===== src/rtl/core/ppt_ram.sv =====
module ppt_ram #(
  parameter int unsigned WIDTH = 32,
  parameter int unsigned DEPTH = 64
) (
  input  logic                     clk_i,
  input  logic                     we_i,
  input  logic [$clog2(DEPTH)-1:0] waddr_i,
  input  logic [WIDTH-1:0]         wdata_i,
  input  logic [$clog2(DEPTH)-1:0] raddr_i,
  output logic [WIDTH-1:0]         rdata_o
);
  logic [WIDTH-1:0] mem_q [DEPTH];
  logic [WIDTH-1:0] rdata_q;

  always_ff @(posedge clk_i) begin
    if (we_i) begin
      mem_q[waddr_i] <= wdata_i;
    end
    rdata_q <= mem_q[raddr_i];
  end

  assign rdata_o = rdata_q;
endmodule


===== config.mk =====
export PLATFORM = sky130hd
export DESIGN_NAME = ppt_ram
export DESIGN_NICKNAME = d
export VERILOG_FILES = /design/src/rtl/core/ppt_ram.sv
export SDC_FILE = /design/constraint.sdc
export NUM_CORES = 2
export LEC_CHECK = 0
export ABC_CLOCK_PERIOD_IN_PS = 5600
export BUFFER_PORTS_ARGS = -buffer_cell sky130_fd_sc_hd__buf_2
export CORE_UTILIZATION = 45
export CTS_BUF_LIST = sky130_fd_sc_hd__clkbuf_4
export DETAILED_ROUTE_END_ITERATION = 6
export PLACE_DENSITY_LB_ADDON = 0.25
export RECOVER_POWER = 100
export SKIP_CTS_REPAIR_TIMING = 1
export SYNTH_ARGS = -nofsm -noshare
export SYNTH_HDL_FRONTEND = slang
export SYNTH_SLANG_ARGS = --single-unit

===== constraint.sdc =====
create_clock -name clk_i -period 5.6 [get_ports clk_i]
set_clock_uncertainty 0.15 [all_clocks]
set_input_delay 0.28 -clock clk_i [delete_from_list [all_inputs] [get_ports clk_i]]
set_output_delay 0.28 -clock clk_i [all_outputs]
set_load 0.02 [all_outputs]

* Word level (Yosys, flattened, before mapping) *
Memories as Yosys holds them, arrays and structs flattened. A register that Yosys moved wholly into a read port is not among the register bits.
Index checks and enable logic that the tools add are counted.

word-level totals
  memories = 1
  RAM bits = 2048
  output and inout bits = 32
  flip-flop bits (word level) = 0
  logic and storage cells = 3
  input bits = 46

operators by class
  multiplexer cells = 2

memories
  memory  depth  width  rd ports  clocked after Yosys merged registers in  wr ports  RTL line  source
  mem_q   64     32     1         1                                        1         12        logic [WIDTH-1:0] mem_q [DEPTH];

operator list
  kind              number
  1-bit 2-to-1 mux  2

* Logic depth before layout (Yosys ltp) *
  depth in word-level cells = 2
  mapped depth = 10
  mapped depth without buffers = 5

* Least setup slack after synthesis *
Ideal clock, no wire load.

  kind = input to register
  start point = input waddr_i[3]
  end point = memory mem_q[48][0], enable pin
  arrival = 2979 ps
  path buffers = 1
  stages = 4
  setup time = 461 ps
  required time = 4989 ps
  slack = 2010 ps
  path through = clkbuf_1 > nor2b_1 > nand4b_1 > nor3_1

RTL lines
  item                RTL line  source
  start: declaration  7         input logic [$clog2(DEPTH)-1:0] waddr_i,
  end: declaration    12

Straight into the memory's write port.

* Worst setup path after layout *
  start point = input we_i
  end point = memory mem_q[52][24], enable pin

between the ends
  word-level cells in the longest chain between the ends = 2

RTL lines
  item                                    RTL line  source
  start: declaration                      6         input logic we_i,
  1-bit 2-to-1 mux                        16        if (we_i) begin
  1-bit 2-to-1 mux (implied by the code)  17        mem_q[waddr_i] <= wdata_i;

Every way passes these cells.

==> results by group <==
Status
  – Status: complete, but fails checks
  – Failing checks: max-capacitance violations, max-slew violations

Logic synthesis
  – Primary FF master, synth: edfxtp_1
  – Synth area leader: edfxtp_1
  – Post-synth cell types: 34
  – Yosys Warn Count: 0
  – Register bit total from synthesis: 2080
  – EDFF count, synth: 2048
  – Mapped cell area: 78500 sq um
  – Top cell type's share of synthesized area: 0.783
  – Top post-synthesis cells by area: edfxtp_1 (78%), mux4_2 (16%), mux2i_1 (1.2%)
  – Syn_nets: 3370
  – Syn Inst Count: 3324
  – Part of the Yosys area used for sequential elements: 0.791
  – Syn_area_per_cell: 23.6 sq um
  – Post-synth ARST share: 0

Pwr
  – Power density over the cells: 356 nW/um^2
  – Sw Ratio: 0.221
  – Internal: approximately 25 mW
  – Sequential Power Share: 0.548
  – P_sw: 7.00 mW
  – Lkg Pwr: 28.2 nW
  – Clock share of power: 0.402
  – Peak VDD IR: 0.246 mV
  – Comb pwr share: 0.050

Layout
  – Share of layout cells above drive strength 1: 0.339
  – Reg area: 62100 sq um
  – Fill count: 13700
  – Final non-filler cell total: roughly 6600
  – Area growth syn-to-layout: 13.3%
  – Area of the multi-input gates: 15500 sq um
  – Final #Nets: 3998

Routing
  – First-pass detailed-route iteration total: 6
  – Vias: between 30000 and 40000
  – DR vias/cell: 5.90
  – ANT nets after route: 0
  – Wire per inst: 30.9 microns
  – DRT iter0 DRCs: 4363
  – DRC: 0
  – Routed Wire Length: 205 mm

Worst setup path
  – Crit end category: register
  – Reg-to-Reg Start: mem_q[19][25]
  – R2R setup slack: 3.17 ns
  – Crit path required time: 6.25 ns
  – CP max-delay cell: clkbuf_1
  – Crit Path Class: in -> reg
  – Worst r2r path cells: 4
  – Cell Chain, Critical Path: dlygate4sd3_1 -> clkbuf_1 -> nor2b_1 -> nand4b_1 -> dlygate4sd3_1 -> nor2_1 -> clkbuf_1
  – CP max FO: 23
  – Arrival time at the worst endpoint: 5.06 ns
  – FF-to-FF End: rdata_o[25]
  – CP max stage delay: 1.87 ns
  – Startpoint types: input pin

Clocking
  – Clock Latency Late Sink: between 1 and 1.5 ns
  – Htree depth: 6
  – Clock Path Buffers: 4
  – Clock-pin slew on the worst setup and hold paths: about 0.060 ns
  – CTS tree: yes
  – Clock sinks: around 2100
  – TritonCTS buffer count: 547
  – Root Buffer: clkbuf_4

Min path
  – Hold Crit Class: in -> reg
  – Worst hold start: raddr_i[0]
  – Worst Hold Path EP: rdata_o[11]
  – Hold Path Cell Cnt: 5

Timing
  – Fmax: approximately 230 MHz
  – Least-Margin Pin Slew: 3.65 ns
  – Final period util: 0.789
  – Final hold violation count: 0
  – Fin crit period: 4.42 ns
  – Final worst slack: 1.18 ns
  – Finish-stage setup viols: 0
  – Slew Limit Fails: around 3700
  – Max transition margin: -1.44
  – Unrepaired setup endpoints after global routing: no
  – Post-route setup TNS: 0 ns

GRT
  – Remaining Overflow, GRT: 0
  – Global-route wire length before repair: 290 mm
  – Vias in the first global route: about 40000
  – Antenna violations before repair: 7
  – Gr usage total: 0.236
  – Largest net degree at the start of global routing: 81

Die
  – Row count: 152
  – Std-Cell Core Area: between 150000 and 200000 sq um
  – Die Height: about 420 microns
  – Chip width: 420 microns
  – Effective utilization at floorplan: 0.455
  – Die Footprint: 176000 sq um
  – I/O Pins: 78

Job
  – Max Cap Viol: 112

Place
  – # placed instances: approximately 5700
  – Setup slack at placement: 1.66 ns
  – GP Congestion: 0.777
  – DP Wirelength: approximately 110 mm
  – I/O Buffers: 77
==> synth_stat cells, types with 5 or more instances <==
cell and number:
a21oi_1 62, a22oi_1 12, a311oi_1 8, buf_1 21, buf_2 57, buf_4 25, buf_6 5, clkbuf_1 74
dfxtp_1 32, edfxtp_1 2048, mux2i_1 93, mux4_2 544, nand2_1 26, nand2b_1 8, nand3_1 5, nand3b_1 5
nor2_1 137, nor2b_1 15, nor3_1 7, o221ai_1 27, o22ai_1 84
==> cell type report <==
| cell class | instances | area share |
|---|---|---|
| multi-input cells | 1062 | 0.175 |
| repair buffers | 261 | 0.0200 |
| clock inverters | 113 | 0.00734 |
| flip-flops and latches | 2080 | 0.699 |
| clock buffers | 787 | 0.0664 |
| diodes | 12 | 0.000338 |
| well taps | 2310 | 0.0325 |
==> routing by layer <==
metal | global-route usage | wire length (microns) | vias up
li1 | - | - | 15900
met1 | 0.328 | 83000 | 20800
met2 | 0.371 | 99200 | 1975
met3 | 0.0500 | 17100 | 361
met4 | 0.0812 | 5420 | 2
met5 | 0 | 16 | -
==> placed cells by master (no fill, tap or decap), drive strengths merged, types with 2 or more instances in the layout <==
cell	count
a21oi	62
nand2b	8
or3b	5
diode	12
o32ai	4
nand3b	5
clkbuf	912
nand4	2
or3	3
nor2b	15
nor2	137
or2	3
nor3	7
and3	4
edfxtp	2048
o221ai	27
dfxtp	32
mux2i	93
clkinv	92
a41o	4
nand3	5
mux4	544
buf	83
inv	12
a22oi	12
bufinv	8
o22ai	84
nand2	26
a311oi	8
dlygate4sd3	53
and2	2
==> cell families after synthesis <==
kind of cell           count (synthesis)  share of synthesized area
AOI/OAI and AO/OA                    202                     0.0167
buffers and inverters                182                     0.0113
DFF                                 2080                      0.791
muxes                                637                      0.168
and+or+nand+nor                      223                     0.0127
==> power by group through the flow <==
stage | logic, mW | clock network [mW] | registers (mW)
6_report | 1.57 | 12.7 | 17.3
5_1_grt | 1.66 | 13.8 | 17.3
4_1_cts | 1.59 | 13.0 | 17.3
3_5_place_dp | 1.59 | 0 | 17.6
3_3_place_gp | 1.57 | 0 | 17.6
2_1_floorplan | 0.838 | 0 | 17.6
==> flip-flops by register name (all words and copies together), names as in the netlist <==
name,cells
rdata_o,32
mem_q,2048
==> how the worst max path moves through the flow <==
| stage | from | endpoint | slack [ns] |
|---|---|---|---|
| final | we_i | mem_q[52][24] | 1.18 |
| after global routing | we_i | mem_q[30][19] | 1.22 |
| after CTS | rdata_o[30] | rdata_o[30] | 2.93 |
| after detailed placement | raddr_i[1] | rdata_o[2] | 1.66 |
| after global placement | raddr_i[1] | rdata_o[2] | 1.70 |
| after floorplan | waddr_i[3] | mem_q[48][0] | 2.01 |
==> through the flow <==
stage	hold WS, ns	utilization	area, sq um	power, mW
floorplan	0.229	-	78500	18.5
global placement	0.555	0.479	82600	19.2
detailed placement	0.554	0.479	82600	19.2
CTS	-0.685	0.517	89100	31.9
global route	0.0354	0.515	88900	32.8
finish	0.0642	0.516	88900	31.6
==> worst max-delay path, delay by kind of cell <==
| kind | cells | cell delay, ns |
|---|---|---|
| buffers and inverters | 4 | 3.40 |
| AND/OR/NAND/NOR | 3 | 1.35 |
(Power assumes the default switching activity.)
