===== config.mk =====
export PLATFORM = sky130hd
export DESIGN_NAME = ppt_cell
export DESIGN_NICKNAME = d
export VERILOG_FILES = /design/src/rtl/core/ppt_pkg.sv /design/src/rtl/core/ppt_cell.sv
export SDC_FILE = /design/constraint.sdc
export NUM_CORES = 1
export LEC_CHECK = 0
export BUFFER_PORTS_ARGS = -buffer_cell sky130_fd_sc_hd__buf_4
export CORE_MARGIN = 1
export CORE_UTILIZATION = 57
export DETAILED_ROUTE_END_ITERATION = 8
export PLACE_DENSITY = 0.84
export SLEW_MARGIN = 10
export SYNTH_ARGS = -nofsm -noshare
export SYNTH_HDL_FRONTEND = slang
export SYNTH_SLANG_ARGS = --single-unit

===== constraint.sdc =====
create_clock -name clk_i -period 7.6 [get_ports clk_i]
set_clock_uncertainty 0.1 [all_clocks]
set_input_delay 0.76 -clock clk_i [delete_from_list [all_inputs] [get_ports clk_i]]
set_output_delay 0.76 -clock clk_i [all_outputs]
set_load 0.1 [all_outputs]

===== src/rtl/core/ppt_pkg.sv =====
package ppt_pkg;

  localparam int unsigned SlotsDef      = 64;
  localparam int unsigned WordWidthDef  = 32;
  localparam int unsigned PrioWidthDef  = 24;
  localparam int unsigned StampW        = 32;
  localparam int unsigned ModeW         = 3;
  localparam int unsigned StatusW       = 2;

  typedef enum logic [ModeW-1:0] {
    MODE_ADD      = 3'd0,
    MODE_PROMOTE  = 3'd1,
    MODE_GET      = 3'd2,
    MODE_IS_VALID = 3'd3,
    MODE_GET_MAX  = 3'd4,
    MODE_POP_MAX  = 3'd5
  } mode_e;

  typedef enum logic [StatusW-1:0] {
    ST_OK     = 2'd0,
    ST_FULL   = 2'd1,
    ST_BAD_ID = 2'd2,
    ST_EMPTY  = 2'd3
  } status_e;

  typedef enum logic [1:0] {
    S_IDLE,
    S_SCAN,
    S_WORD,
    S_SEND
  } state_e;

  typedef enum logic [1:0] {
    WR_NONE,
    WR_ADD,
    WR_PROMOTE,
    WR_CLEAR
  } wr_kind_e;

  // control part of the token that walks the cell row
  typedef struct packed {
    logic valid;
    logic best_found;
    logic free_found;
    logic hit_valid;
  } tok_ctl_t;

endpackage


===== src/rtl/core/ppt_cell.sv =====
module ppt_cell #(
  parameter int unsigned ID_W   = 6,
  parameter int unsigned PRIO_W = 24,
  parameter int unsigned INDEX  = 0
) (
  input  logic                         clk_i,
  input  logic                         rst_ni,
  input  logic [ppt_pkg::StampW-1:0]   stamp_now_i,
  input  logic [ID_W-1:0]              tgt_id_i,
  input  ppt_pkg::wr_kind_e            wr_kind_i,
  input  logic [ID_W-1:0]              wr_id_i,
  input  ppt_pkg::tok_ctl_t            ctl_i,
  input  logic [PRIO_W-1:0]            best_prio_i,
  input  logic [ppt_pkg::StampW-1:0]   best_age_i,
  input  logic [ID_W-1:0]              best_id_i,
  input  logic [ID_W-1:0]              free_id_i,
  input  logic [PRIO_W-1:0]            hit_prio_i,
  output ppt_pkg::tok_ctl_t            ctl_o,
  output logic [PRIO_W-1:0]            best_prio_o,
  output logic [ppt_pkg::StampW-1:0]   best_age_o,
  output logic [ID_W-1:0]              best_id_o,
  output logic [ID_W-1:0]              free_id_o,
  output logic [PRIO_W-1:0]            hit_prio_o
);
  localparam logic [ID_W-1:0]   MyId    = ID_W'(INDEX);
  localparam logic [PRIO_W-1:0] PrioMax = '1;

  logic                       valid_q;
  logic [PRIO_W-1:0]          prio_q;
  logic [ppt_pkg::StampW-1:0] stamp_q;
  logic [ppt_pkg::StampW-1:0] age;
  logic                       take_best, take_free, is_tgt, wr_hit;

  ppt_pkg::tok_ctl_t          ctl_d, ctl_q;
  logic [PRIO_W-1:0]          best_prio_d, best_prio_q, hit_prio_d, hit_prio_q;
  logic [ppt_pkg::StampW-1:0] best_age_d, best_age_q;
  logic [ID_W-1:0]            best_id_d, best_id_q, free_id_d, free_id_q;

  assign wr_hit = (wr_id_i == MyId);

  always_ff @(posedge clk_i or negedge rst_ni) begin
    if (!rst_ni) begin
      valid_q <= 1'b0;
      prio_q  <= '0;
    end else if (wr_hit) begin
      case (wr_kind_i)
        ppt_pkg::WR_ADD: begin
          valid_q <= 1'b1;
          prio_q  <= '0;
        end
        ppt_pkg::WR_PROMOTE: begin
          if (prio_q != PrioMax) prio_q <= prio_q + 1'b1;
        end
        ppt_pkg::WR_CLEAR: begin
          valid_q <= 1'b0;
          prio_q  <= '0;
        end
        default: ;
      endcase
    end
  end

  always_ff @(posedge clk_i) begin
    if (wr_hit && wr_kind_i == ppt_pkg::WR_ADD) stamp_q <= stamp_now_i;
  end

  assign age       = stamp_now_i - stamp_q;
  assign take_best = valid_q && (!ctl_i.best_found || prio_q > best_prio_i ||
                     (prio_q == best_prio_i && age < best_age_i));
  assign take_free = !valid_q && !ctl_i.free_found;
  assign is_tgt    = (tgt_id_i == MyId);

  always_comb begin
    ctl_d       = ctl_i;
    best_prio_d = best_prio_i;
    best_age_d  = best_age_i;
    best_id_d   = best_id_i;
    free_id_d   = free_id_i;
    hit_prio_d  = hit_prio_i;
    if (take_best) begin
      ctl_d.best_found = 1'b1;
      best_prio_d      = prio_q;
      best_age_d       = age;
      best_id_d        = MyId;
    end
    if (take_free) begin
      ctl_d.free_found = 1'b1;
      free_id_d        = MyId;
    end
    if (is_tgt) begin
      ctl_d.hit_valid = valid_q;
      hit_prio_d      = prio_q;
    end
  end

  always_ff @(posedge clk_i or negedge rst_ni) begin
    if (!rst_ni) begin
      ctl_q <= '0;
    end else begin
      ctl_q <= ctl_d;
    end
  end

  always_ff @(posedge clk_i) begin
    best_prio_q <= best_prio_d;
    best_age_q  <= best_age_d;
    best_id_q   <= best_id_d;
    free_id_q   <= free_id_d;
    hit_prio_q  <= hit_prio_d;
  end

  assign ctl_o       = ctl_q;
  assign best_prio_o = best_prio_q;
  assign best_age_o  = best_age_q;
  assign best_id_o   = best_id_q;
  assign free_id_o   = free_id_q;
  assign hit_prio_o  = hit_prio_q;
endmodule


Yosys cells after proc, flatten, opt, wreduce, memory -nomap -nowiden. Cells that the tools add are included.

Register bits: 153. Input bits: 144. Output and inout bits: 96. Logic and storage cells: 47.

$add $sub $neg: 2. $lt $le $gt $ge: 2. Equal/unequal tests: 6. Multiplexer cells: 9. Reduce and logical (&&, ||, !) cells: 16.

Operators by type and width (count): 24-bit 2-to-1 mux (3); 24-bit one-hot mux with 2 select lines (1); 32-bit < comparator (1); 32-bit 2-to-1 mux (1); 32-bit subtractor (1); 24-bit by 1-bit adder with 24-bit output (second input constant) (1); 24-bit == test (1); 24-bit greater-than comparator (1); 24-bit != test (second input constant) (1); 6-bit zero test (2); 2-bit == test (second input constant) (2); 1-bit logical AND (4); 2-bit nonzero test (2); 1-bit zero test (3); 1-bit 2-to-1 mux (3); 3-bit AND reduction (1); 2-bit by 1-bit == test with 1-bit output (second input constant) (1); 1-bit logical OR (2); 2-bit != test (second input constant) (1); 1-bit one-hot mux with 2 select lines (1); 2-bit AND reduction (1); 2-bit OR reduction (1).

Depth between registers and ports, before layout.
Depth in word-level cells: 6. Depth in mapped cells: 21. Depth with buffers taken out: 19.

Least setup slack after synthesis. Ideal clock, no wire load.

Path kind: input port to flip-flop. From: input stamp_now_i[0] (netlist bit). To: register best_age_q (netlist bit best_age_o[14]). Setup time: 0.123 ns. Arrival: 4.831 ns. Data required time: 7.377 ns. Slack: 2.546 ns. Stages on the path: 18. Buffers on the path: 1. Cells stage by stage: inv_1 ha_1 inv_1 fa_1 a21o_1 a221o_1 a21oi_1 nor4_1 or3b_2 xor2_1 ha_1 and4_1 a221o_1 a211o_1 a311o_1 nand2_2 buf_6 mux2_1.

Longest elaborated chain between the ends: 6.

RTL lines: from (decl) (line ppt_cell.sv:8) `input logic [ppt_pkg::StampW-1:0] stamp_now_i,`; 32-bit subtractor * (line ppt_cell.sv:67) `assign age = stamp_now_i - stamp_q;`; 32-bit < comparator (line ppt_cell.sv:69) `(prio_q == best_prio_i && age < best_age_i));`; 1-bit logical AND (line ppt_cell.sv:69); 1-bit logical OR (line ppt_cell.sv:68) `assign take_best = valid_q && (!ctl_i.best_found || prio_q > best_prio_i ||`; 1-bit logical AND (line ppt_cell.sv:68); 32-bit 2-to-1 mux * (line ppt_cell.sv:80) `if (take_best) begin`; via best_age_d, one bit (line ppt_cell.sv:36) `logic [ppt_pkg::StampW-1:0] best_age_d, best_age_q;`; to (signal assigned) (line ppt_cell.sv:106) `best_age_q <= best_age_d;`; to (decl) (line ppt_cell.sv:36).

The timed path passes the listed nets; every way through them passes the cells marked *. A chain may end at the register's enable or synchronous reset.

Worst setup path in the final report.
From: input stamp_now_i[0] (netlist bit). To: register best_prio_q[23] (netlist: best_prio_o[23]).

Longest elaborated chain between the ends: 6.

RTL lines: 32-bit subtractor (line ppt_cell.sv:67); 32-bit < comparator (line ppt_cell.sv:69); 1-bit logical AND (line ppt_cell.sv:69); 1-bit logical OR (line ppt_cell.sv:68); 1-bit logical AND (line ppt_cell.sv:68); 24-bit 2-to-1 mux (line ppt_cell.sv:80); via best_prio_d[23] (line ppt_cell.sv:35) `logic [PRIO_W-1:0] best_prio_d, best_prio_q, hit_prio_d, hit_prio_q;`; to (signal assigned) (line ppt_cell.sv:105) `best_prio_q <= best_prio_d;`; to (decl) (line ppt_cell.sv:35).

The timed path passes the listed nets, and every way through them passes these cells.

==> results by group <==
Outcome
  • Status: finished clean

Drt
  • Number of remaining DRC errors: 0
  • Drt wl/cell: 18.09 um
  • Initial drt markers: 498
  • Vias post-DR: 7752
  • Final Routed Wirelength: 23960 um
  • Post-DRT Antenna Nets: 0
  • Via density: 5.855
  • Number of detailed-route iterations in the first pass: 5

Floorplan
  • # IOs: 240
  • Std cell rows: 44
  • Core Footprint: 0.01453 mm2
  • DIE WIDTH: 124.0 um
  • Chip Height: 124.0 um
  • Die area: 0.01538 mm2
  • Initial Utilization: 58.40%

Critical path
  • Worst setup EP type: flop
  • FF-to-FF path depth: 17
  • Worst path max stage delay: 0.80 ns
  • WP data required: 7.83 ns
  • CP max FO: 21
  • CP Cell Sequence: buf_4 -> inv_1 -> ha_1 -> inv_1 -> fa_1 -> a21o_1 -> a221o_1 -> a21oi_1 -> a21oi_1 -> a221oi_1 -> xnor2_1 -> ha_1 -> nand4_1 -> nor4_1 -> and3_1 -> a311o_1 -> nand2_2 -> buf_4 -> mux2_2
  • Levels on crit path: 19
  • CP bufs+invs: 4
  • Startpoint type of the worst setup path: input port
  • Crit-path leading delay family: compound AO/OA/AOI/OAI gates
  • Critical-path top delay cell: a311o_1
  • Critical Path AT: 6.26 ns
  • Critical path type: input port to flop

Logic synthesis
  • Syn_nets: 1123
  • Top cells by area, synth: dfxtp_1 22%, ha_1 13%, edfxtp_1 11%
  • Post-Syn Area: 0.008488 mm2
  • Top FF cell, synth: dfxtp_1
  • Yosys reg bits: 153
  • Yosys warns: 0
  • Avg Cell Area, Syn: 9.527 um2
  • Unique masters post-synth: 65
  • Sequential area share after synthesis: 41.57%
  • Area fraction of the dominant cell type after synthesis: 21.70%
  • Share of flip-flops with an asynchronous set or reset: 18.95%
  • Area leader, netlist: dfxtp_1
  • Post-synth EDFFs: 32
  • Mapped Cells: 891

Clocking
  • Maximum clock insertion buffer count: 2
  • Worst-skew pair later-pin latency: 0.44 ns
  • Root buf cell: clkbuf_16
  • Hold buffers post-CTS: 0
  • CTS tree: done
  • Htree depth: 4
  • CTS resizes: 0
  • Setup bufs post-CTS: 0
  • Clock Pin Slew Worst Setup and Hold Paths: 0.07 ns
  • Clock Sinks: 153
  • Inserted Clock Buffers: 17

STA
  • RSZ-0062 raised after global routing: false
  • Final Cycle Share: 79.36%
  • Total Neg Setup Slack: 0 ns
  • # setup viols final: 0
  • Tightest Pin Transition: 1.132 ns
  • Post-layout min period: 6.031 ns
  • Peak Freq: 0.1658 GHz
  • Slew headroom: 24.47%
  • Final Hold Fails: 0
  • Worst Hold Slack: 0.1383 ns
  • Slew Limit Fails: 0

Power and ir drop
  • Total Power: 2.412 mW
  • Pleak: 5.382 nW
  • Peak supply drop: 0.1644 mV
  • Pwr/cell area: 218.1 mW/mm2

Final layout
  • Final Core Density: 76.09%
  • Layout area overhead: 30.29%
  • Post-Layout Cell Count: 1324
  • Fin nets: 1359
  • Share of cells above drive strength 1: 27.72%
  • Antenna Cells: 0

Global routing
  • Vias in the first global route: 7635
  • Global router's overall resource usage: 31.71%
  • Total gr overflow: 0
  • Initial antenna violation count: 0
  • First-pass GRT wire length: 36950 um
  • Pin count of the biggest net entering global routing: 34

Flow run
  • Max_cap viols: 0

Placement
  • Placed insts: 1292
  • Buffers added on ports: 239
  • Detailed Place HPWL: 18140 um
  • RD Place Congestion: 0.9532

Worst hold path
  • Hold crit path type: input port to asynchronous set/reset pin
## layout by cell type (no fill, tap or decap), drive strengths merged, types with 19 or more instances in the layout
cell,synthesis,routed
edfxtp,32,32
o21ai,84,84
nand4,19,19
and3,23,23
nand2,46,46
nand3,29,29
inv,94,104
ha,87,87
mux2,36,36
dfrtp,29,29
dfxtp,92,92
nor2,55,55
a21oi,57,57
buf,8,243
xor2,28,28
## where the power goes
| group | switching [mW] | internal (mW) |
|---|---|---|
| Sequential | 0.0147 | 0.870 |
| Combinational | 0.444 | 0.184 |
| Clock | 0.394 | 0.506 |
| Total | 0.853 | 1.56 |
## flip-flops by register name, indices dropped and copies added (netlist names)
| signal | cells |
|---|---|
| stamp_q | 32 |
| free_id_o | 6 |
| best_age_o | 32 |
| best_prio_o | 24 |
| prio_q | 24 |
| ctl_o | 4 |
| valid_q | 1 |
| hit_prio_o | 24 |
| best_id_o | 6 |
## Yosys cell counts (3+ instances only)
library cell,count
nand2b_1,5
buf_2,5
a21o_1,17
a211o_1,4
ha_1,87
or2_2,3
edfxtp_1,32
o21a_1,6
clkbuf_1,17
o31ai_1,10
o211ai_1,4
a21oi_1,57
o21ai_1,3
nor2b_1,9
nor2_1,55
a21boi_0,5
and2_1,4
nor3_1,10
xor2_1,28
and3_1,23
o2111ai_1,3
nor4_1,3
nand2_1,44
a211oi_1,4
o21ai_0,81
xnor2_1,17
mux2_1,9
mux2_2,27
inv_1,94
o21bai_1,3
nand4_1,18
a221o_1,5
and4_1,8
dfrtp_1,29
dfxtp_1,92
nand3_1,29
a31oi_1,3
a221oi_1,6
## layer usage
| metal | vias to the layer above | GRT usage (%) | routed length [um] |
|---|---|---|---|
| met5 | - | 0 | 0 |
| met4 | 0 | 14.96 | 749 |
| met3 | 63 | 6.273 | 1755 |
| met2 | 374 | 54.06 | 11730 |
| met1 | 3646 | 38.37 | 9725 |
| li1 | 3669 | - | - |
## kinds of logic after synthesis
group           Yosys count  share of synthesized area, %
fa+ha+maj                88                         13.06
mux                      36                         4.776
simple gates            223                         13.56
flops                   153                         41.57
compound gates          226                         16.77
buf+inv                 120                         5.616
xor+xnor                 45                         4.643
## area by class of cell
class	instances	area, um2
Inverter	94	352.8
Tap cell	184	230.2
Fill cell	1079	3475
Clock inverter	15	201.4
Multi-Input combinational cell	618	4497
Timing Repair Buffer	243	1824
Sequential cell	153	3528
Clock buffer	17	425.4
## per-stage QoR
stage | setup WS [ns] | instance area (um2)
2_1_floorplan | 2.546 | 8488
3_3_place_gp | 1.420 | 10430
3_5_place_dp | 1.250 | 10430
4_1_cts | 1.695 | 11060
5_1_grt | 1.239 | 11060
6_report | 1.569 | 11060
## worst paths after layout
path | start | to | slack [ns]
min in group clk_i | ctl_i[3] | ctl_o[3] | 0.33
max in group asynchronous | rst_ni | prio_q[22] | 6.97
worst min register to register | prio_q[0] | prio_q[0] | 0.47
worst max register to register | stamp_q[0] | best_prio_o[23] | 1.71
worst max-delay path | stamp_now_i[0] | best_prio_o[23] | 1.57
worst min-delay path | rst_ni | prio_q[6] | 0.14
## worst reg2reg max path, cell delays in order (launching register included)
cell	delay, ns
edfxtp_1	0.34
ha_1	0.18
inv_1	0.06
fa_1	0.39
a21o_1	0.19
a221o_1	0.39
a21oi_1	0.35
a21oi_1	0.19
a221oi_1	0.36
xnor2_1	0.17
ha_1	0.30
nand4_1	0.11
nor4_1	0.36
and3_1	0.28
a311o_1	0.80
nand2_2	0.55
buf_4	0.38
mux2_2	0.27
No activity file was read; power rests on OpenSTA's default activity.
